## src/pst_pkg.sv

```systemverilog
`timescale 1ns / 1ps
// ----------------------------------------------------------------------------
// pst_pkg
// shared types and constants for the pair set table
// ----------------------------------------------------------------------------
package pst_pkg;

    localparam int unsigned FIELD_WIDTH = 16;
    localparam int unsigned COUNT_WIDTH = 5;

    typedef enum logic [1:0] {
        REQ_LOOKUP = 2'd0,
        REQ_ADD    = 2'd1,
        REQ_REMOVE = 2'd2,
        REQ_CLEAR  = 2'd3
    } req_kind_t;

    typedef struct packed {
        logic add_en;
        logic remove_en;
        logic clear_en;
    } cell_ctrl_t;

endpackage

```

## src/pst_req_if.sv

```systemverilog
`timescale 1ns / 1ps
// ----------------------------------------------------------------------------
// pst_req_if
// request channel: kind of request and the pair it names
// ----------------------------------------------------------------------------
interface pst_req_if;
    logic                                    valid;
    logic                                    ready;
    pst_pkg::req_kind_t                      req_type;
    logic [pst_pkg::FIELD_WIDTH-1:0]         first_value;
    logic [pst_pkg::FIELD_WIDTH-1:0]         second_value;

    modport source (
        output valid,
        output req_type,
        output first_value,
        output second_value,
        input  ready
    );

    modport sink (
        input  valid,
        input  req_type,
        input  first_value,
        input  second_value,
        output ready
    );
endinterface

```

## src/pst_rsp_if.sv

```systemverilog
`timescale 1ns / 1ps
// ----------------------------------------------------------------------------
// pst_rsp_if
// response channel: success flag and pair count after the request
// ----------------------------------------------------------------------------
interface pst_rsp_if;
    logic                                    valid;
    logic                                    ready;
    logic                                    success;
    logic [pst_pkg::COUNT_WIDTH-1:0]         pair_count;

    modport source (
        output valid,
        output success,
        output pair_count,
        input  ready
    );

    modport sink (
        input  valid,
        input  success,
        input  pair_count,
        output ready
    );
endinterface

```

## src/pst_cell.sv

```systemverilog
`timescale 1ns / 1ps
// ----------------------------------------------------------------------------
// pst_cell
// one entry of the table: holds a pair, compares it with the key, and takes
// its upper neighbour's entry when a removal at or below it compacts the row
// ----------------------------------------------------------------------------
module pst_cell #(
    parameter int unsigned VALUE_WIDTH = 16
) (
    input  logic                     clk,
    input  logic                     rst_n,
    input  pst_pkg::cell_ctrl_t      ctrl,
    input  logic [VALUE_WIDTH-1:0]   key_first,
    input  logic [VALUE_WIDTH-1:0]   key_second,
    input  logic                     hit_in,
    output logic                     hit_out,
    input  logic                     prev_valid,
    input  logic                     up_valid,
    input  logic [VALUE_WIDTH-1:0]   up_first,
    input  logic [VALUE_WIDTH-1:0]   up_second,
    output logic                     valid,
    output logic [VALUE_WIDTH-1:0]   first,
    output logic [VALUE_WIDTH-1:0]   second
);
    import pst_pkg::*;

    logic                   valid_reg;
    logic                   valid_next;
    logic [VALUE_WIDTH-1:0] first_reg;
    logic [VALUE_WIDTH-1:0] first_next;
    logic [VALUE_WIDTH-1:0] second_reg;
    logic [VALUE_WIDTH-1:0] second_next;
    logic                   match;

    assign match   = valid_reg && (first_reg == key_first) && (second_reg == key_second);
    assign hit_out = hit_in | match;

    always_comb
    begin
        valid_next  = valid_reg;
        first_next  = first_reg;
        second_next = second_reg;
        if (ctrl.clear_en)
        begin
            valid_next = 1'b0;
        end
        else if (ctrl.remove_en && hit_out)
        begin
            valid_next  = up_valid;
            first_next  = up_first;
            second_next = up_second;
        end
        else if (ctrl.add_en && !valid_reg && prev_valid)
        begin
            valid_next  = 1'b1;
            first_next  = key_first;
            second_next = key_second;
        end
    end

    always_ff @(posedge clk or negedge rst_n)
    begin
        if (!rst_n)
        begin
            valid_reg <= 1'b0;
        end
        else
        begin
            valid_reg <= valid_next;
        end
    end

    always_ff @(posedge clk)
    begin
        first_reg  <= first_next;
        second_reg <= second_next;
    end

    assign valid  = valid_reg;
    assign first  = first_reg;
    assign second = second_reg;

endmodule

```

## src/pair_set_table.sv

```systemverilog
`timescale 1ns / 1ps
// ----------------------------------------------------------------------------
// pair_set_table
// set of ordered pairs in insertion order, with lookup, add, remove and clear
// ----------------------------------------------------------------------------
// response valid rises in the cycle after the request transfer; throughput:
// one request per cycle while rsp.ready is high; the row of cells compares
// and shifts in the same cycle, so the response register alone sets the pace
// reset: all entries invalid, count zero, no response pending
// ----------------------------------------------------------------------------
module pair_set_table #(
    parameter int unsigned PAIR_CAPACITY = 16,
    parameter int unsigned VALUE_WIDTH   = 16
) (
    input  logic       clk,
    input  logic       rst_n,
    pst_req_if.sink    req,
    pst_rsp_if.source  rsp
);
    import pst_pkg::*;

    localparam int unsigned CW = $clog2(PAIR_CAPACITY + 1);

    logic                   req_fire;
    logic [VALUE_WIDTH-1:0] key_first;
    logic [VALUE_WIDTH-1:0] key_second;
    logic [PAIR_CAPACITY:0] hit_chain;
    logic                   hit_any;
    logic                   full;
    logic                   add_ok;
    logic                   success_next;
    cell_ctrl_t             ctrl;

    logic [PAIR_CAPACITY-1:0]                  cell_valid;
    logic [PAIR_CAPACITY-1:0][VALUE_WIDTH-1:0] cell_first;
    logic [PAIR_CAPACITY-1:0][VALUE_WIDTH-1:0] cell_second;

    logic [CW-1:0]          held_count_reg;
    logic [CW-1:0]          held_count_next;
    logic [CW+4:0]          count_ext;
    logic                   rsp_valid_reg;
    logic                   success_reg;
    logic [COUNT_WIDTH-1:0] pair_count_reg;

    assign req.ready  = !rsp_valid_reg || rsp.ready;
    assign req_fire   = req.valid && req.ready;
    assign key_first  = VALUE_WIDTH'(req.first_value);
    assign key_second = VALUE_WIDTH'(req.second_value);

    assign hit_chain[0] = 1'b0;
    assign hit_any      = hit_chain[PAIR_CAPACITY];
    assign full         = cell_valid[PAIR_CAPACITY-1];
    assign add_ok       = !hit_any && !full;

    always_comb
    begin
        ctrl            = '0;
        success_next    = 1'b0;
        held_count_next = held_count_reg;
        unique case (req.req_type)
            REQ_LOOKUP:
            begin
                success_next = hit_any;
            end
            REQ_ADD:
            begin
                ctrl.add_en  = req_fire && add_ok;
                success_next = add_ok;
                if (add_ok)
                begin
                    held_count_next = held_count_reg + CW'(1);
                end
            end
            REQ_REMOVE:
            begin
                ctrl.remove_en = req_fire && hit_any;
                success_next   = hit_any;
                if (hit_any)
                begin
                    held_count_next = held_count_reg - CW'(1);
                end
            end
            REQ_CLEAR:
            begin
                ctrl.clear_en   = req_fire;
                success_next    = 1'b1;
                held_count_next = '0;
            end
            default:
            begin
                success_next = 1'b0;
            end
        endcase
    end

    generate
        for (genvar i = 0; i < PAIR_CAPACITY; i++)
        begin : g_cell
            logic                   prev_valid;
            logic                   up_valid;
            logic [VALUE_WIDTH-1:0] up_first;
            logic [VALUE_WIDTH-1:0] up_second;

            if (i == 0)
            begin : g_bottom
                assign prev_valid = 1'b1;
            end
            else
            begin : g_mid_lo
                assign prev_valid = cell_valid[i-1];
            end

            if (i == PAIR_CAPACITY - 1)
            begin : g_top
                assign up_valid  = 1'b0;
                assign up_first  = '0;
                assign up_second = '0;
            end
            else
            begin : g_mid_hi
                assign up_valid  = cell_valid[i+1];
                assign up_first  = cell_first[i+1];
                assign up_second = cell_second[i+1];
            end

            pst_cell #(
                .VALUE_WIDTH (VALUE_WIDTH)
            ) u_cell (
                .clk        (clk),
                .rst_n      (rst_n),
                .ctrl       (ctrl),
                .key_first  (key_first),
                .key_second (key_second),
                .hit_in     (hit_chain[i]),
                .hit_out    (hit_chain[i+1]),
                .prev_valid (prev_valid),
                .up_valid   (up_valid),
                .up_first   (up_first),
                .up_second  (up_second),
                .valid      (cell_valid[i]),
                .first      (cell_first[i]),
                .second     (cell_second[i])
            );
        end
    endgenerate

    assign count_ext = (CW+5)'(held_count_next);

    always_ff @(posedge clk or negedge rst_n)
    begin
        if (!rst_n)
        begin
            held_count_reg <= '0;
            rsp_valid_reg  <= 1'b0;
        end
        else
        begin
            if (req_fire)
            begin
                held_count_reg <= held_count_next;
                rsp_valid_reg  <= 1'b1;
            end
            else if (rsp.ready)
            begin
                rsp_valid_reg <= 1'b0;
            end
        end
    end

    always_ff @(posedge clk)
    begin
        if (req_fire)
        begin
            success_reg    <= success_next;
            pair_count_reg <= count_ext[COUNT_WIDTH-1:0];
        end
    end

    assign rsp.valid      = rsp_valid_reg;
    assign rsp.success    = success_reg;
    assign rsp.pair_count = pair_count_reg;

endmodule

```

## src/flat_wrapper.sv

```systemverilog
// flat-port wrapper written by rule: the top's interface ports become plain ports
module pair_set_table_flat import pst_pkg::*;
#(
    parameter int unsigned PAIR_CAPACITY = 16,
    parameter int unsigned VALUE_WIDTH   = 16
)
  (clk, rst_n, req_valid, req_req_type, req_first_value, req_second_value, req_ready, rsp_valid, rsp_success, rsp_pair_count, rsp_ready);
  pst_req_if req_i ();
  pst_rsp_if rsp_i ();
  input  logic clk;
  input  logic rst_n;
  input wire logic [$bits(req_i.valid)-1:0] req_valid;
  input wire logic [$bits(req_i.req_type)-1:0] req_req_type;
  input wire logic [$bits(req_i.first_value)-1:0] req_first_value;
  input wire logic [$bits(req_i.second_value)-1:0] req_second_value;
  output wire logic [$bits(req_i.ready)-1:0] req_ready;
  output wire logic [$bits(rsp_i.valid)-1:0] rsp_valid;
  output wire logic [$bits(rsp_i.success)-1:0] rsp_success;
  output wire logic [$bits(rsp_i.pair_count)-1:0] rsp_pair_count;
  input wire logic [$bits(rsp_i.ready)-1:0] rsp_ready;
  assign req_i.valid = req_valid;
  assign req_i.req_type = req_req_type;
  assign req_i.first_value = req_first_value;
  assign req_i.second_value = req_second_value;
  assign req_ready = req_i.ready;
  assign rsp_valid = rsp_i.valid;
  assign rsp_success = rsp_i.success;
  assign rsp_pair_count = rsp_i.pair_count;
  assign rsp_i.ready = rsp_ready;
  pair_set_table #(.PAIR_CAPACITY(PAIR_CAPACITY), .VALUE_WIDTH(VALUE_WIDTH)) u_core (.clk(clk), .rst_n(rst_n), .req(req_i), .rsp(rsp_i));
endmodule
```

## config.mk

```make
export PLATFORM = sky130hd
export DESIGN_NAME = pair_set_table_flat
export DESIGN_NICKNAME = d
export VERILOG_FILES = /design/src/pst_pkg.sv /design/src/pst_req_if.sv /design/src/pst_rsp_if.sv /design/src/pst_cell.sv /design/src/pair_set_table.sv /design/src/flat_wrapper.sv
export SDC_FILE = /design/constraint.sdc
export NUM_CORES = 2
export LEC_CHECK = 0
export BUFFER_PORTS_ARGS = -buffer_cell sky130_fd_sc_hd__buf_4
export CORE_MARGIN = 4
export CORE_UTILIZATION = 40
export DETAILED_ROUTE_END_ITERATION = 8
export GPL_TIMING_DRIVEN = 0
export HOLD_SLACK_MARGIN = 0.08
export PLACE_DENSITY = 0.54
export SETUP_SLACK_MARGIN = 0.15
export SLEW_MARGIN = 15
export SYNTH_ARGS = -nofsm -noshare
export SYNTH_HDL_FRONTEND = slang
export SYNTH_SLANG_ARGS = --single-unit
```

## constraint.sdc

```tcl
create_clock -name clk -period 4.81 [get_ports clk]
set_input_delay 0.962 -clock clk [delete_from_list [all_inputs] [get_ports clk]]
set_output_delay 0.962 -clock clk [all_outputs]
set_load 0.005 [all_outputs]
```

==> qor.txt <==
Pre-CTS setup slack: -2500 ps
Clk pwr share: 0.425
Fin util: 0.470
Worst setup endpoint: u_core.g_cell[11].u_cell.second[10]
Final setup fails: 0
CTS Hold Bufs: 0
Seq/Total Area, Yosys: 0.521
Final non-filler cell total: 3661
Largest net degree at the start of global routing: 33
Leakage: 11.9 nW
Final Cycle Share: 0.972
Minimum clock period: 4680 ps
Placed cell count: 3485
Max Cap Viol: 0
Worst slew margin: 0.320
First-pass GRT wire length: 174 mm
Top delay family on crit path: buffers and inverters
Switching part of the total power: 0.271
Peak Freq: 214 MHz
YS warnings: 0
Clock Tree Root: clkbuf_16
Final nets: 2613
Reg clk slew, reported paths: 60 ps
Worst-case clock buffer depth: 3
Setup TNS: 0 ps
Setup CP Type: in2reg
Syn avg cell area: 12.7 um^2
Fraction of registers with async set/reset: 0.0407
Global Route Usage Sum: 0.312
DR vias: 21100
RR Startpoint: u_core.g_cell[14].u_cell.first[13]
Final hold violation count: 0
Initial core utilization: 0.405
Slowest-stage cell, CP: xnor2_1
Placement row count: 101
EDFF count, synth: 518
Pwr dens: 333 nW/um^2
Initial antenna violation count: 1
Clock Sink Count: 540
DR iter-0 viols: 1746
Outcome: completed
Combinational fraction of design power: 0.122
Syn Inst Count: 2425
Internal power: 0.00870 W
HP Class: in2async
Later-pin clock latency in the skew report: 620 ps
Die H: 286 um
Crit path from: req_second_value[5]
Data required, critical path: 5160 ps
Post-synthesis register bit count: 540
Synth top area cells: edfxtp_1 50%, mux2_2 16%, xor2_1 7.6%
Setup ws final: 132 ps
Routed vias/inst: 5.77
Maximum VDD drop: 0.000238 V
Vias in the first global route: 21500
Final Cell Area: 35900 um^2
TritonCTS clock tree: yes
Core area: 76300 um^2
Most common cell after layout, fill and taps aside: edfxtp_1
Htree depth: 3
Fin. max-slew vios: 0
RSZ-0062 raised after global routing: true
Worst Path Max Fanout: 10
ANT nets after route: 0
Clock Skew: 24.6 ps
R2R cell count: 13
Total CTS buffers: 67
Post-synth top area share: 0.503
Area growth, synth to finish: 16.1%
Synth Flop Type: edfxtp_1
Worst path max stage delay: 540 ps
RR Endpoint: u_core.g_cell[11].u_cell.second[10]
I/O Pins: 46
Slew @ Worst Pin: 1020 ps
Yosys top cell by area: edfxtp_1
Bufs and invs on worst path: 7
Cell mode on critical path: buf_4
Routed WL: 130 mm
Post-DP Area: 32700 um^2
Routability cong.: 1.03
Synthesized cell area: 30900 um^2
Post-route DRC: 0
Die footprint: 81800 um^2
CP endpoint kind: register
Wire per inst: 35.5 um
Worst Path Arrival: 5030 ps
Seq pwr share: 0.452
Dpl hpwl: 108 mm
Pre-antenna DRT Iters: 5
Mapped Nets: 2465
FF-to-FF setup slack: 560 ps
Cells along the critical path: buf_2 > buf_4 > clkbuf_4 > xnor2_1 > nand3_1 > nor4_2 > nand4_1 > o211ai_1 > nor4bb_1 > buf_4 > and2_1 > buf_2 > nor3_4 > buf_4 > buf_4 > mux2_1
Share of layout cells above drive strength 1: 0.307
Crit. path cell count: 16
Post-synthesis cell type count: 64
Most frequent cells in the layout: 518 x edfxtp_1, 430 x mux2_2, 264 x xor2_1
GRT overflow: 0
Buffers on Ports: 18
Net Switching: 0.00323 W
Die Width: 286 um
Startpoint class of the critical path: input port
==> stage by stage <==
stage	hold slack, ps	total power (W)
finish	248	0.0119
global route	257	0.0122
CTS	232	0.0120
detailed placement	530	0.00688
global placement	518	0.00685
floorplan	526	0.00622
==> power groups by stage <==
| stage | Clock [W] | Sequential [W] | Combinational (W) |
|---|---|---|---|
| after CTS | 0.00514 | 0.00540 | 0.00143 |
| after global placement | 0 | 0.00550 | 0.00135 |
| after floorplan | 0 | 0.00544 | 0.000780 |
| final | 0.00508 | 0.00540 | 0.00146 |
| after detailed placement | 0 | 0.00550 | 0.00138 |
| after global routing | 0.00533 | 0.00540 | 0.00151 |
==> worst min path at each step <==
stage	endpoint	slack [ps]	cells after the start
global placement	u_core.rsp.valid	520	2
CTS	u_core.g_cell[14].u_cell.valid	230	1
floorplan	u_core.g_cell[8].u_cell.valid	530	1
finish	u_core.g_cell[13].u_cell.valid	250	1
detailed placement	u_core.rsp.valid	530	2
global route	u_core.g_cell[14].u_cell.valid	260	1
==> synth_stat cells, types with 9 or more instances <==
cell type,instances
nor2_1,55
nor4b_1,11
dfrtp_1,22
or3_1,9
nand3_1,53
inv_1,24
clkbuf_1,72
xnor2_1,241
or4_1,18
buf_2,98
o21ai_0,41
nor4_1,110
edfxtp_1,518
and2_1,27
buf_4,14
nand2b_1,39
nand4b_1,12
nor3_1,25
nand4_1,119
xor2_1,270
mux2_1,31
nand2_1,80
mux2_2,430
==> layer usage <==
| layer | global-route usage | part of all wire |
|---|---|---|
| met1 | 0.361 | 0.38 |
| met2 | 0.545 | 0.50 |
| met3 | 0.0324 | 0.038 |
| met4 | 0.217 | 0.085 |
| met5 | 0 | 0 |
==> cells by family (layout without fill, tap and decap cells) <==
family                     Yosys count  in the layout  synth area share
xor gates and xnor gates           511            511             0.145
and+or+nand+nor                    590            591             0.110
buffers and inverters              211            411            0.0313
DFF                                540            540             0.521
other                                0              5                 0
adders and majority gates            2              2          0.000809
AOI/OAI and AO/OA                  106            106            0.0228
muxes                              465            465             0.169
==> what timing repair did <==
item | CTS | global route
pin swaps | 15 | 5
gates cloned | 0 | 1
resized for setup | 100 | 41
setup endpoints to repair | 1035 | 672
setup buffers | 31 | 17
==> final cells by class <==
| class | count | area, um^2 |
|---|---|---|
| fillers | 6937 | 40400 |
| flip-flops and latches | 540 | 16100 |
| multi-input cells | 1675 | 14400 |
| clock buffers | 85 | 1810 |
| well taps | 1030 | 1290 |
| plain buffers | 185 | 1030 |
| repair buffers | 78 | 791 |
| clock inverters | 37 | 343 |
| inverters | 26 | 101 |
| diodes | 5 | 12.5 |
Note: power is estimated with default switching activity, not from simulation.
